<file path="src/hw/rtl/wsr_pkg.sv">
// Shared types and constants for the wildcard star pattern matcher.
`timescale 1ns / 1ps

package wsr_pkg;

  localparam int LEN_W  = 6;
  localparam int POS_W  = 5;
  localparam int CHAR_W = 8;
  localparam int FUNC_W = 2;

  localparam logic [FUNC_W-1:0] FUNC_LOAD  = 2'd0;
  localparam logic [FUNC_W-1:0] FUNC_BEGIN = 2'd1;
  localparam logic [FUNC_W-1:0] FUNC_TEXT  = 2'd2;

  localparam logic [CHAR_W-1:0] CH_ANY  = 8'h2E;
  localparam logic [CHAR_W-1:0] CH_STAR = 8'h2A;

  typedef struct packed {
    logic wr_char;
    logic start;
    logic step;
    logic prop;
  } cell_ctl_t;

endpackage

</file>
<file path="src/hw/rtl/wsr_cell.sv">
// One pattern position: its stored character and its bit of the match row.
`timescale 1ns / 1ps

module wsr_cell (
  input  logic                      clk,
  input  logic                      rst,
  input  wsr_pkg::cell_ctl_t        ctl,
  input  logic [wsr_pkg::CHAR_W-1:0] character,
  input  logic                      sel,
  input  logic                      active,
  input  logic                      has_prev,
  input  logic [wsr_pkg::CHAR_W-1:0] prev_ch,
  input  logic                      prev_bit,
  input  logic                      low_bit,
  output logic [wsr_pkg::CHAR_W-1:0] ch,
  output logic                      row_bit,
  output logic                      grow
);
  import wsr_pkg::*;

  logic [CHAR_W-1:0] ch_q;
  logic              row_q;
  logic              is_star;
  logic              fits;
  logic              prev_fits;
  logic              local_val;
  logic              link;

  assign is_star   = (ch_q == CH_STAR);
  assign fits      = (ch_q == CH_ANY) || (ch_q == character);
  assign prev_fits = (prev_ch == CH_ANY) || (prev_ch == character);

  // A star keeps its own bit when the repeated element takes the character;
  // any other element moves the bit up from its lower neighbour.
  assign local_val = active & (is_star ? (has_prev & row_q & prev_fits) : (fits & prev_bit));

  // A star may also skip its element: it takes the bit two positions down.
  assign link = active & has_prev & is_star & low_bit;
  assign grow = link & ~row_q;

  always_ff @(posedge clk) begin
    if (ctl.wr_char && sel) begin
      ch_q <= character;
    end
  end

  always_ff @(posedge clk) begin
    if (rst) begin
      row_q <= 1'b0;
    end else if (ctl.start) begin
      row_q <= 1'b0;
    end else if (ctl.step) begin
      row_q <= local_val;
    end else if (ctl.prop) begin
      row_q <= row_q | link;
    end
  end

  assign ch      = ch_q;
  assign row_bit = row_q;

endmodule

</file>
<file path="src/hw/rtl/wildcard_star_regex_matcher.sv">
// Top level of the wildcard star pattern matcher: control, cell row and output register.
`timescale 1ns / 1ps

// Pattern characters are written into a row of cells, one cell for each pattern position,
// and each cell holds its bit of the match row. In the cycle a request is accepted, a
// begin request clears the row and sets its empty-prefix bit, and a text request forms
// every cell's local term; the bits that a star gains by skipping its element then travel
// up the row two cells a cycle until the row has settled, and the result is taken from it.
// A finished row is held until the output register is free, so a result that has not been
// taken delays the one after it. The next request is taken in the cycle after the result
// is registered, and a result may wait in the output register while the next request is
// worked on.
module wildcard_star_regex_matcher #(
  parameter int MAX_PATTERN = 32
) (
  input  logic                       clk,
  input  logic                       rst,
  input  logic                       cfg_valid,
  output logic                       cfg_ready,
  input  logic [wsr_pkg::LEN_W-1:0]  cfg_data,      // pattern_length
  input  logic                       s_axis_tvalid,
  output logic                       s_axis_tready,
  input  logic [15:0]                s_axis_tdata,  // position[4:0], character[12:5]
  input  logic [wsr_pkg::FUNC_W-1:0] s_axis_tuser,  // func[1:0]
  output logic                       m_axis_tvalid,
  input  logic                       m_axis_tready,
  output logic [7:0]                 m_axis_tdata   // matched[0]
);
  import wsr_pkg::*;

  localparam int N_W = $clog2(MAX_PATTERN + 1);

  localparam logic ST_IDLE = 1'b0;
  localparam logic ST_PROP = 1'b1;

  logic              state;
  logic [LEN_W-1:0]  pattern_length;
  logic [N_W-1:0]    used_len;
  logic              acc;
  logic [FUNC_W-1:0] func;
  logic [POS_W-1:0]  position;
  logic [CHAR_W-1:0] character;
  cell_ctl_t         ctl;
  logic              row0;
  logic [MAX_PATTERN:0]  row;
  logic [MAX_PATTERN:1]  grow;
  logic [MAX_PATTERN:1]  sel;
  logic [MAX_PATTERN:1]  active;
  logic [CHAR_W-1:0]     pch [0:MAX_PATTERN];
  logic              settled;
  logic              out_free;
  logic              matched;

  assign func      = s_axis_tuser;
  assign position  = s_axis_tdata[4:0];
  assign character = s_axis_tdata[12:5];

  assign cfg_ready     = 1'b1;
  assign s_axis_tready = (state == ST_IDLE);
  assign acc           = s_axis_tvalid & s_axis_tready;

  assign used_len = (pattern_length > LEN_W'(MAX_PATTERN)) ? N_W'(MAX_PATTERN)
                                                           : N_W'(pattern_length);

  always_comb begin
    ctl = '0;
    if (acc) begin
      case (func)
        FUNC_LOAD:  ctl.wr_char = 1'b1;
        FUNC_BEGIN: ctl.start   = 1'b1;
        FUNC_TEXT:  ctl.step    = 1'b1;
        default:    ctl         = '0;
      endcase
    end
    ctl.prop = (state == ST_PROP);
  end

  always_ff @(posedge clk) begin
    if (rst) begin
      pattern_length <= '0;
    end else if (cfg_valid && cfg_ready) begin
      pattern_length <= cfg_data;
    end
  end

  always_ff @(posedge clk) begin
    if (rst) begin
      row0 <= 1'b1;
    end else if (ctl.start) begin
      row0 <= 1'b1;
    end else if (ctl.step) begin
      row0 <= 1'b0;
    end
  end

  assign row[0] = row0;
  assign pch[0] = '0;

  for (genvar j = 1; j <= MAX_PATTERN; j++) begin : g_cell
    logic low_bit;

    assign sel[j]    = (32'(position) == 32'(j - 1));
    assign active[j] = (32'(used_len) >= 32'(j));

    if (j >= 2) begin : g_low
      assign low_bit = row[j-2];
    end else begin : g_first
      assign low_bit = 1'b0;
    end

    wsr_cell u_cell (
      .clk       (clk),
      .rst       (rst),
      .ctl       (ctl),
      .character (character),
      .sel       (sel[j]),
      .active    (active[j]),
      .has_prev  ((j >= 2) ? 1'b1 : 1'b0),
      .prev_ch   (pch[j-1]),
      .prev_bit  (row[j-1]),
      .low_bit   (low_bit),
      .ch        (pch[j]),
      .row_bit   (row[j]),
      .grow      (grow[j])
    );
  end

  assign settled  = ~|grow;
  assign out_free = ~m_axis_tvalid | m_axis_tready;

  always_ff @(posedge clk) begin
    if (rst) begin
      state         <= ST_IDLE;
      m_axis_tvalid <= 1'b0;
    end else begin
      case (state)
        ST_IDLE: begin
          if (m_axis_tready) begin
            m_axis_tvalid <= 1'b0;
          end
          if (ctl.start || ctl.step) begin
            state <= ST_PROP;
          end
        end
        ST_PROP: begin
          if (settled && out_free) begin
            m_axis_tvalid <= 1'b1;
            state         <= ST_IDLE;
          end else if (m_axis_tready) begin
            m_axis_tvalid <= 1'b0;
          end
        end
        default: begin
          state <= ST_IDLE;
        end
      endcase
    end
  end

  always_ff @(posedge clk) begin
    if (state == ST_PROP && settled && out_free) begin
      matched <= row[used_len];
    end
  end

  assign m_axis_tdata = {7'd0, matched};

  a_busy_after_work: assert property (@(posedge clk) disable iff (rst)
    (acc && (func == FUNC_BEGIN || func == FUNC_TEXT)) |=> !s_axis_tready)
    else $error("matcher took a new request while a row was being built");

  a_begin_sets_empty: assert property (@(posedge clk) disable iff (rst)
    (acc && func == FUNC_BEGIN) |=> row[0])
    else $error("begin request did not set the empty-prefix bit");

  a_result_from_prop: assert property (@(posedge clk) disable iff (rst)
    $rose(m_axis_tvalid) |-> $past(state == ST_PROP && settled))
    else $error("result presented before the row had settled");

  a_settled_load_no_result: assert property (@(posedge clk) disable iff (rst)
    (acc && func == FUNC_LOAD && !m_axis_tvalid) |=> !m_axis_tvalid)
    else $error("load request produced a result");

endmodule

</file>
<file path="config.mk">
export PLATFORM = sky130hd
export DESIGN_NAME = wildcard_star_regex_matcher
export DESIGN_NICKNAME = d
export VERILOG_FILES = /design/src/hw/rtl/wsr_pkg.sv /design/src/hw/rtl/wsr_cell.sv /design/src/hw/rtl/wildcard_star_regex_matcher.sv
export SDC_FILE = /design/constraint.sdc
export NUM_CORES = 1
export LEC_CHECK = 0
export ABC_AREA = 1
export BUFFER_PORTS_ARGS = -buffer_cell sky130_fd_sc_hd__buf_2
export CAP_MARGIN = 5
export CORE_MARGIN = 1
export CORE_UTILIZATION = 30
export CTS_BUF_LIST = sky130_fd_sc_hd__clkbuf_16
export DETAILED_ROUTE_END_ITERATION = 6
export PLACE_DENSITY = 0.42
export SLEW_MARGIN = 20
export SYNTH_ARGS = -nofsm -noshare
export SYNTH_HDL_FRONTEND = slang
export SYNTH_SLANG_ARGS = --single-unit
</file>
<file path="constraint.sdc">
create_clock -name clk -period 2.4 [get_ports clk]
set_input_delay 0.48 -clock clk [delete_from_list [all_inputs] [get_ports clk]]
set_output_delay 0.48 -clock clk [all_outputs]
set_load 0.1 [all_outputs]
</file>
Word level (Yosys, flattened, before mapping)

Cells that the tools add are included.

$lt $le $gt $ge: 34
Eq/ne operators: 129
Mux-type cells: 107
Bitwise gates (word level): 254
Reduce and logical (&&, ||, !) cells: 74

Operator list:

| kind                                                              | number |
|---|---|
| equality test 8 x 6 -> 1 bit, second input constant               | 64 |
| equality test 8 bit                                               | 32 |
| bitwise AND 1 bit                                                 | 189 |
| 2-to-1 mux 1 bit                                                  | 102 |
| greater-or-equal comparator 6 x 5 -> 1 bit, second input constant | 16 |
| equality test 5 bit, second input constant                        | 16 |
| greater-or-equal comparator 6 x 4 -> 1 bit, second input constant | 8 |
| equality test 5 x 4 -> 1 bit, second input constant               | 8 |
| logical AND 1 bit                                                 | 35 |
| logical OR 1 bit                                                  | 33 |
| NOT 1 bit                                                         | 33 |
| bitwise OR 1 bit                                                  | 32 |
| OR reduction 31 bit                                               | 1 |
| greater-or-equal comparator 6 x 3 -> 1 bit, second input constant | 4 |
| equality test 5 x 3 -> 1 bit, second input constant               | 4 |
| greater-or-equal comparator 6 x 2 -> 1 bit, second input constant | 2 |
| equality test 5 x 2 -> 1 bit, second input constant               | 2 |
| less-than comparator 6 x 7 -> 1 bit, second input constant        | 1 |
| binary-select mux 1 bit (select 6 bit)                            | 1 |
| greater-or-equal comparator 6 x 1 -> 1 bit, second input constant | 1 |
| greater-or-equal comparator 6 bit, second input constant          | 1 |
| > comparator 6 bit, second input constant                         | 1 |
| 2-to-1 mux 6 bit                                                  | 1 |
| equality test 5 x 1 -> 1 bit, second input constant               | 1 |
| 9 further kinds                                                   | 10 |

Register bits after elaboration: 298
Input bits: 29
Output and inout bits: 11
Logic and storage cells: 667

Depth between registers and ports, before layout

Depth in word-level cells: 11
Gate-level depth with buffers: 15
Gate-level depth less buffers: 14

Modules after synthesis

A second synthesis with hierarchy kept.

Cell total of the unflattened synthesis: 3631
Area total of the unflattened synthesis: 23885.4 um2

Modules (own cells, without submodules):

| module                      | instances | cells each | area an instance (um2) | seq. area each (um2) |
|---|---|---|---|---|
| wsr_cell                    | 32        | 104        | 698.2                  | 260.2 |
| wildcard_star_regex_matcher | 1         | 303        | 1544.0                 | 210.2 |

Least setup slack after synthesis

Ideal clock, no wire load.

Kind: register to register
Start point: register state
End point: register g_cell[16].u_cell.ch_q[0] (enable)
Library setup time: 0.370 ns
Arrival time: 1.795 ns
Required time: 2.030 ns
Path slack: 0.235 ns
Cell stages (with the launch flop): 7
Buffers on the path: 1
Clock period less this slack: 2.165 ns
Cells stage by stage: dfxtp_1 > inv_2 > nand2_1 > nor3_1 > nand2_1 > clkbuf_1 > nor2_1

Word-level cells in the longest chain between the ends: 4

RTL lines:

| item                    | line                               | text |
|---|---|---|
| start, declared         | wildcard_star_regex_matcher.sv:36  | `logic state;` |
| start signal, assigned  | wildcard_star_regex_matcher.sv:133 | `state <= ST_IDLE;` |
| start signal, assigned  | wildcard_star_regex_matcher.sv:142 | `state <= ST_PROP;` |
| start signal, assigned  | wildcard_star_regex_matcher.sv:148 | `state <= ST_IDLE;` |
| NOT 1 bit               | --                                 |  |
| named net s_axis_tready | wildcard_star_regex_matcher.sv:22  | `output logic s_axis_tready,` |
| bitwise AND 1 bit       | wildcard_star_regex_matcher.sv:60  | `assign acc = s_axis_tvalid & s_axis_tready;` |
| 2-to-1 mux 4 bit        | wildcard_star_regex_matcher.sv:67  | `if (acc) begin` |
| logical AND 1 bit       | wsr_cell.sv:42                     | `if (ctl.wr_char && sel) begin` |
| end signal, assigned    | wsr_cell.sv:43                     | `ch_q <= character;` |
| end, declared           | wsr_cell.sv:21                     | `logic [CHAR_W-1:0] ch_q;` |

The timed path passes the listed nets, and every way through them passes these cells.
A chain may end at the register's enable or synchronous reset.

Worst setup path after layout

Start point: register pattern_length[2]
End point: register matched (enable)

Word-level cells in the longest chain between the ends: 10
Elaborated cells between the ends (all ways): 130
Those cells by class: 32 x order compare; 1 x mux; 93 x bitwise; 4 x reduce/logical

RTL lines:

| item                                                               | line                               | text |
|---|---|---|
| start, declared                                                    | wildcard_star_regex_matcher.sv:37  | `logic [LEN_W-1:0] pattern_length;` |
| start signal, assigned                                             | wildcard_star_regex_matcher.sv:82  | `pattern_length <= cfg_data;` |
| > comparator 6 bit                                                 | wildcard_star_regex_matcher.sv:62  | `assign used_len = (pattern_length > LEN_W'(MAX_PATTERN)) ? N_W'(MAX_PATTERN)` |
| 2-to-1 mux 6 bit *                                                 | wildcard_star_regex_matcher.sv:62  |  |
| greater-or-equal comparator 6 x 2 -> 1 bit (tied with other cells) | wildcard_star_regex_matcher.sv:103 | `assign active[j] = (32'(used_len) >= 32'(j));` |
| bitwise AND 1 bit (2 in series)                                    | wsr_cell.sv:38                     | `assign link = active & has_prev & is_star & low_bit;` |
| bitwise AND 1 bit                                                  | wsr_cell.sv:39                     | `assign grow = link & ~row_q;` |
| OR reduction 31 bit *                                              | wildcard_star_regex_matcher.sv:128 | `assign settled = ~\|grow;` |
| zero test 1 bit *                                                  | wildcard_star_regex_matcher.sv:128 |  |
| logical AND 1 bit * (2 in series)                                  | wildcard_star_regex_matcher.sv:161 | `if (state == ST_PROP && settled && out_free) begin` |
| end signal, assigned                                               | wildcard_star_regex_matcher.sv:162 | `matched <= row[used_len];` |
| end, declared                                                      | wildcard_star_regex_matcher.sv:52  | `logic matched;` |

Mark *: on every way between the ends. The rest lies on a longest branch, timed or not.

==> results.toml <==
[global_route]
grt_antenna_before_repair = 0
grt_pass1_wl_microns = 75800
first_global_vias = 12600
grt_max_degree = 38
globalRouteTotalUtil_pct = 18.1
grt_overflow = 0

[worst_setup_path]
path_cells = "inv_2, nor2_4, nand2_1, o21ai_1, nand3_1, nand2_1, inv_1, nand3_1, nor2_1, nand4_1, inv_1"
crit_type = "flip-flop to flip-flop"
crit_arrival_ps = 2550
cp-end-kind = "flip-flop"
cp_slowest_cell = "dfxtp_1"
rrSetupSlack_ps = 160
required_ps = 2710
rr_worst_depth = 11
crit_path_max_fanout = 7
rr_endpoint = "matched"
critPathLaunchType = "flip-flop"
rr_startpoint = "pattern_length[2]"
max_stage_delay_ps = 520

[synth]
synth-warning-count = 0
synth_top_cell_area_share_pct = 47.4
synthTopCellsByArea = "edfxtp_1, xnor2_1, nand2_1, nand3_1, dfxtp_1"
syn_inst = 1837
dominantRegCellSynth = "edfxtp_1"
avgSynthCellArea_sq_um = 8.86
ys_ff_latch = 298
synth_edf_count = 257
yosysMostFrequentCell = "nand2_1"
synth_seq_area_share_pct = 52.5
synth_common_cells = "nand2_1, edfxtp_1, inv_1"
ys_async_sr_fraction_pct = 0
syn-cell-area_sq_mm = 0.0163
yosys.area.top_type = "edfxtp_1"
yosysUniqueCellTypes = 46

[drt]
drc = 0
drt-initial-drc-count = 988
firstDrtPassIters = 5
via_per_inst = 4.80
routed_wl_microns = 49500
vias = 12900
wl_per_cell_microns = 18.5
ant_nets = 0

[sta]
hold_violations = 0
rsz0062_at_grt = "no"
fin_tns_setup_ps = 0
fin_ws_ps = 155
fin_crit_sh_pct = 93.5
period_minus_slack_ps = 2240
setup_violations = 0
maxSlewViolCount = 0
worstMarginPinSlew_ps = 587
relSlewSlack_pct = 60.5
max_freq_mhz = 445
skew_ps = 12.0

[pwr]
power.density_mw_per_mm2 = 626
leakage_nw = 7.21
peakVddDrop_mv = 0.383

[clock_tree]
cts_resized = 0
cts.sinks = 298
ctsHoldBuffers = 0
clock_latency_ps = 550
htree_num_levels = 2
clock_path_buffers = 3
root_buffer = "clkbuf_16"
tritoncts = "yes"
post_cts_buffers = 0
path_clk_slew_ps = 50
numCtsBuffers = 37

[placement]
place_area_sq_mm = 0.0181
routabilityCongestion = 0.869
dp_slack_ps = 134
place_hpwl_microns = 35800
dpl.cell_count = 2610
port_buffers = 28

[cells_and_area]
stdcell_area_sq_mm = 0.0191
antennaDiodeCount = 0
fin_nets = 1990
finalNonFillerCells = 2676
layout-drive-gt1-share_pct = 12.0
fill_cells = 5394
syn2layout_area_growth_pct = 17.7
final-seq-area_sq_mm = 0.00854
multi_input_area_sq_mm = 0.00660

[die]
die_x_microns = 235
core_sq_mm = 0.0531
fp.dieH_microns = 235
dieArea_sq_mm = 0.0552
pin_count = 40
rows = 84
start_util_pct = 30.7

[hold_path]
hp-class = "input pin to flip-flop"
holdPathStages = 2
holdPathEnd = "m_axis_tvalid"
hp-start = "rst"

[flow_run]
maxCapViolations = 0

[run_status]
status = "finished, final reports clean"
through the flow:
step           util, %  power [mW]  hold WS [ps]
2_1_floorplan        -        6.56           478
3_3_place_gp      34.0        7.03           504
3_5_place_dp      34.0        7.04           508
4_1_cts           36.1        12.2           125
5_1_grt           36.1        12.5           151
6_report          36.1        12.0           156
layer usage:
| layer | share of wire, % | global-route usage (%) |
|---|---|---|
| met1 | 49 | 25.3 |
| met2 | 44 | 28.4 |
| met3 | 4.6 | 3.17 |
| met4 | 2.1 | 5.32 |
| met5 | 0 | 0 |
critical path: cells and delay by family (launching register included):
| kind | cells | cell delay, ps |
|---|---|---|
| simple gates | 7 | 870 |
| flops | 1 | 520 |
| compound gates | 1 | 350 |
| buf+inv | 3 | 250 |
worst max-delay path by stage:
stage / slack [ps] / start / endpoint / cells after the start
2_1_floorplan: 230 / state / g_cell[16].u_cell.ch[0] / 6
3_3_place_gp: 80 / pattern_length[5] / matched / 12
3_5_place_dp: 130 / pattern_length[5] / matched / 12
4_1_cts: 110 / pattern_length[5] / matched / 12
5_1_grt: 70 / pattern_length[2] / matched / 11
6_report: 160 / pattern_length[2] / matched / 11
logic make-up after synthesis:
kind of cell    share of synthesized area [%]
xor+xnor                                 9.91
other cells                            0.0462
compound gates                           5.68
simple gates                             24.8
buf+inv                                  7.12
flops                                    52.5
cell usage in the layout, fill, tap and decap left out, types with 16 or more instances in the layout:
cell type and instances:
nand2_1 385, edfxtp_1 257, inv_1 220, nor2_1 182
xnor2_1 181, nand3_1 173, buf_4 109, nand4_1 78
o21ai_0 72, dfxtp_1 40, clkbuf_16 39, nor3_1 33
a21oi_1 29, buf_2 21, o22ai_1 19, or2_2 18
o21ai_1 16, buf_12 16
sequential cells by signal (all words and copies together) (netlist names):
register / cells
matched: 1
m_axis_tvalid: 1
state: 1
pattern_length: 6
g_cell.low_bit: 1
g_cell.u_cell.row_bit: 32
g_cell.u_cell.ch: 256
final cells by class:
| class | instances | area share [%] |
|---|---|---|
| Multi-Input combinational cell | 1261 | 34.5 |
| Timing Repair Buffer | 146 | 6.50 |
| Sequential cell | 298 | 44.6 |
| Inverter | 217 | 4.27 |
| Clock buffer | 39 | 5.10 |
| Tap cell | 688 | 4.50 |
| Clock inverter | 27 | 0.588 |
where the power goes:
group | switching (mW) | leakage, nW | internal [mW]
Clock | 2.15 | 0.597 | 2.91
Sequential | 0.0686 | 2.65 | 5.68
Combinational | 0.798 | 3.96 | 0.386
No activity file was read; power rests on OpenSTA's default activity.
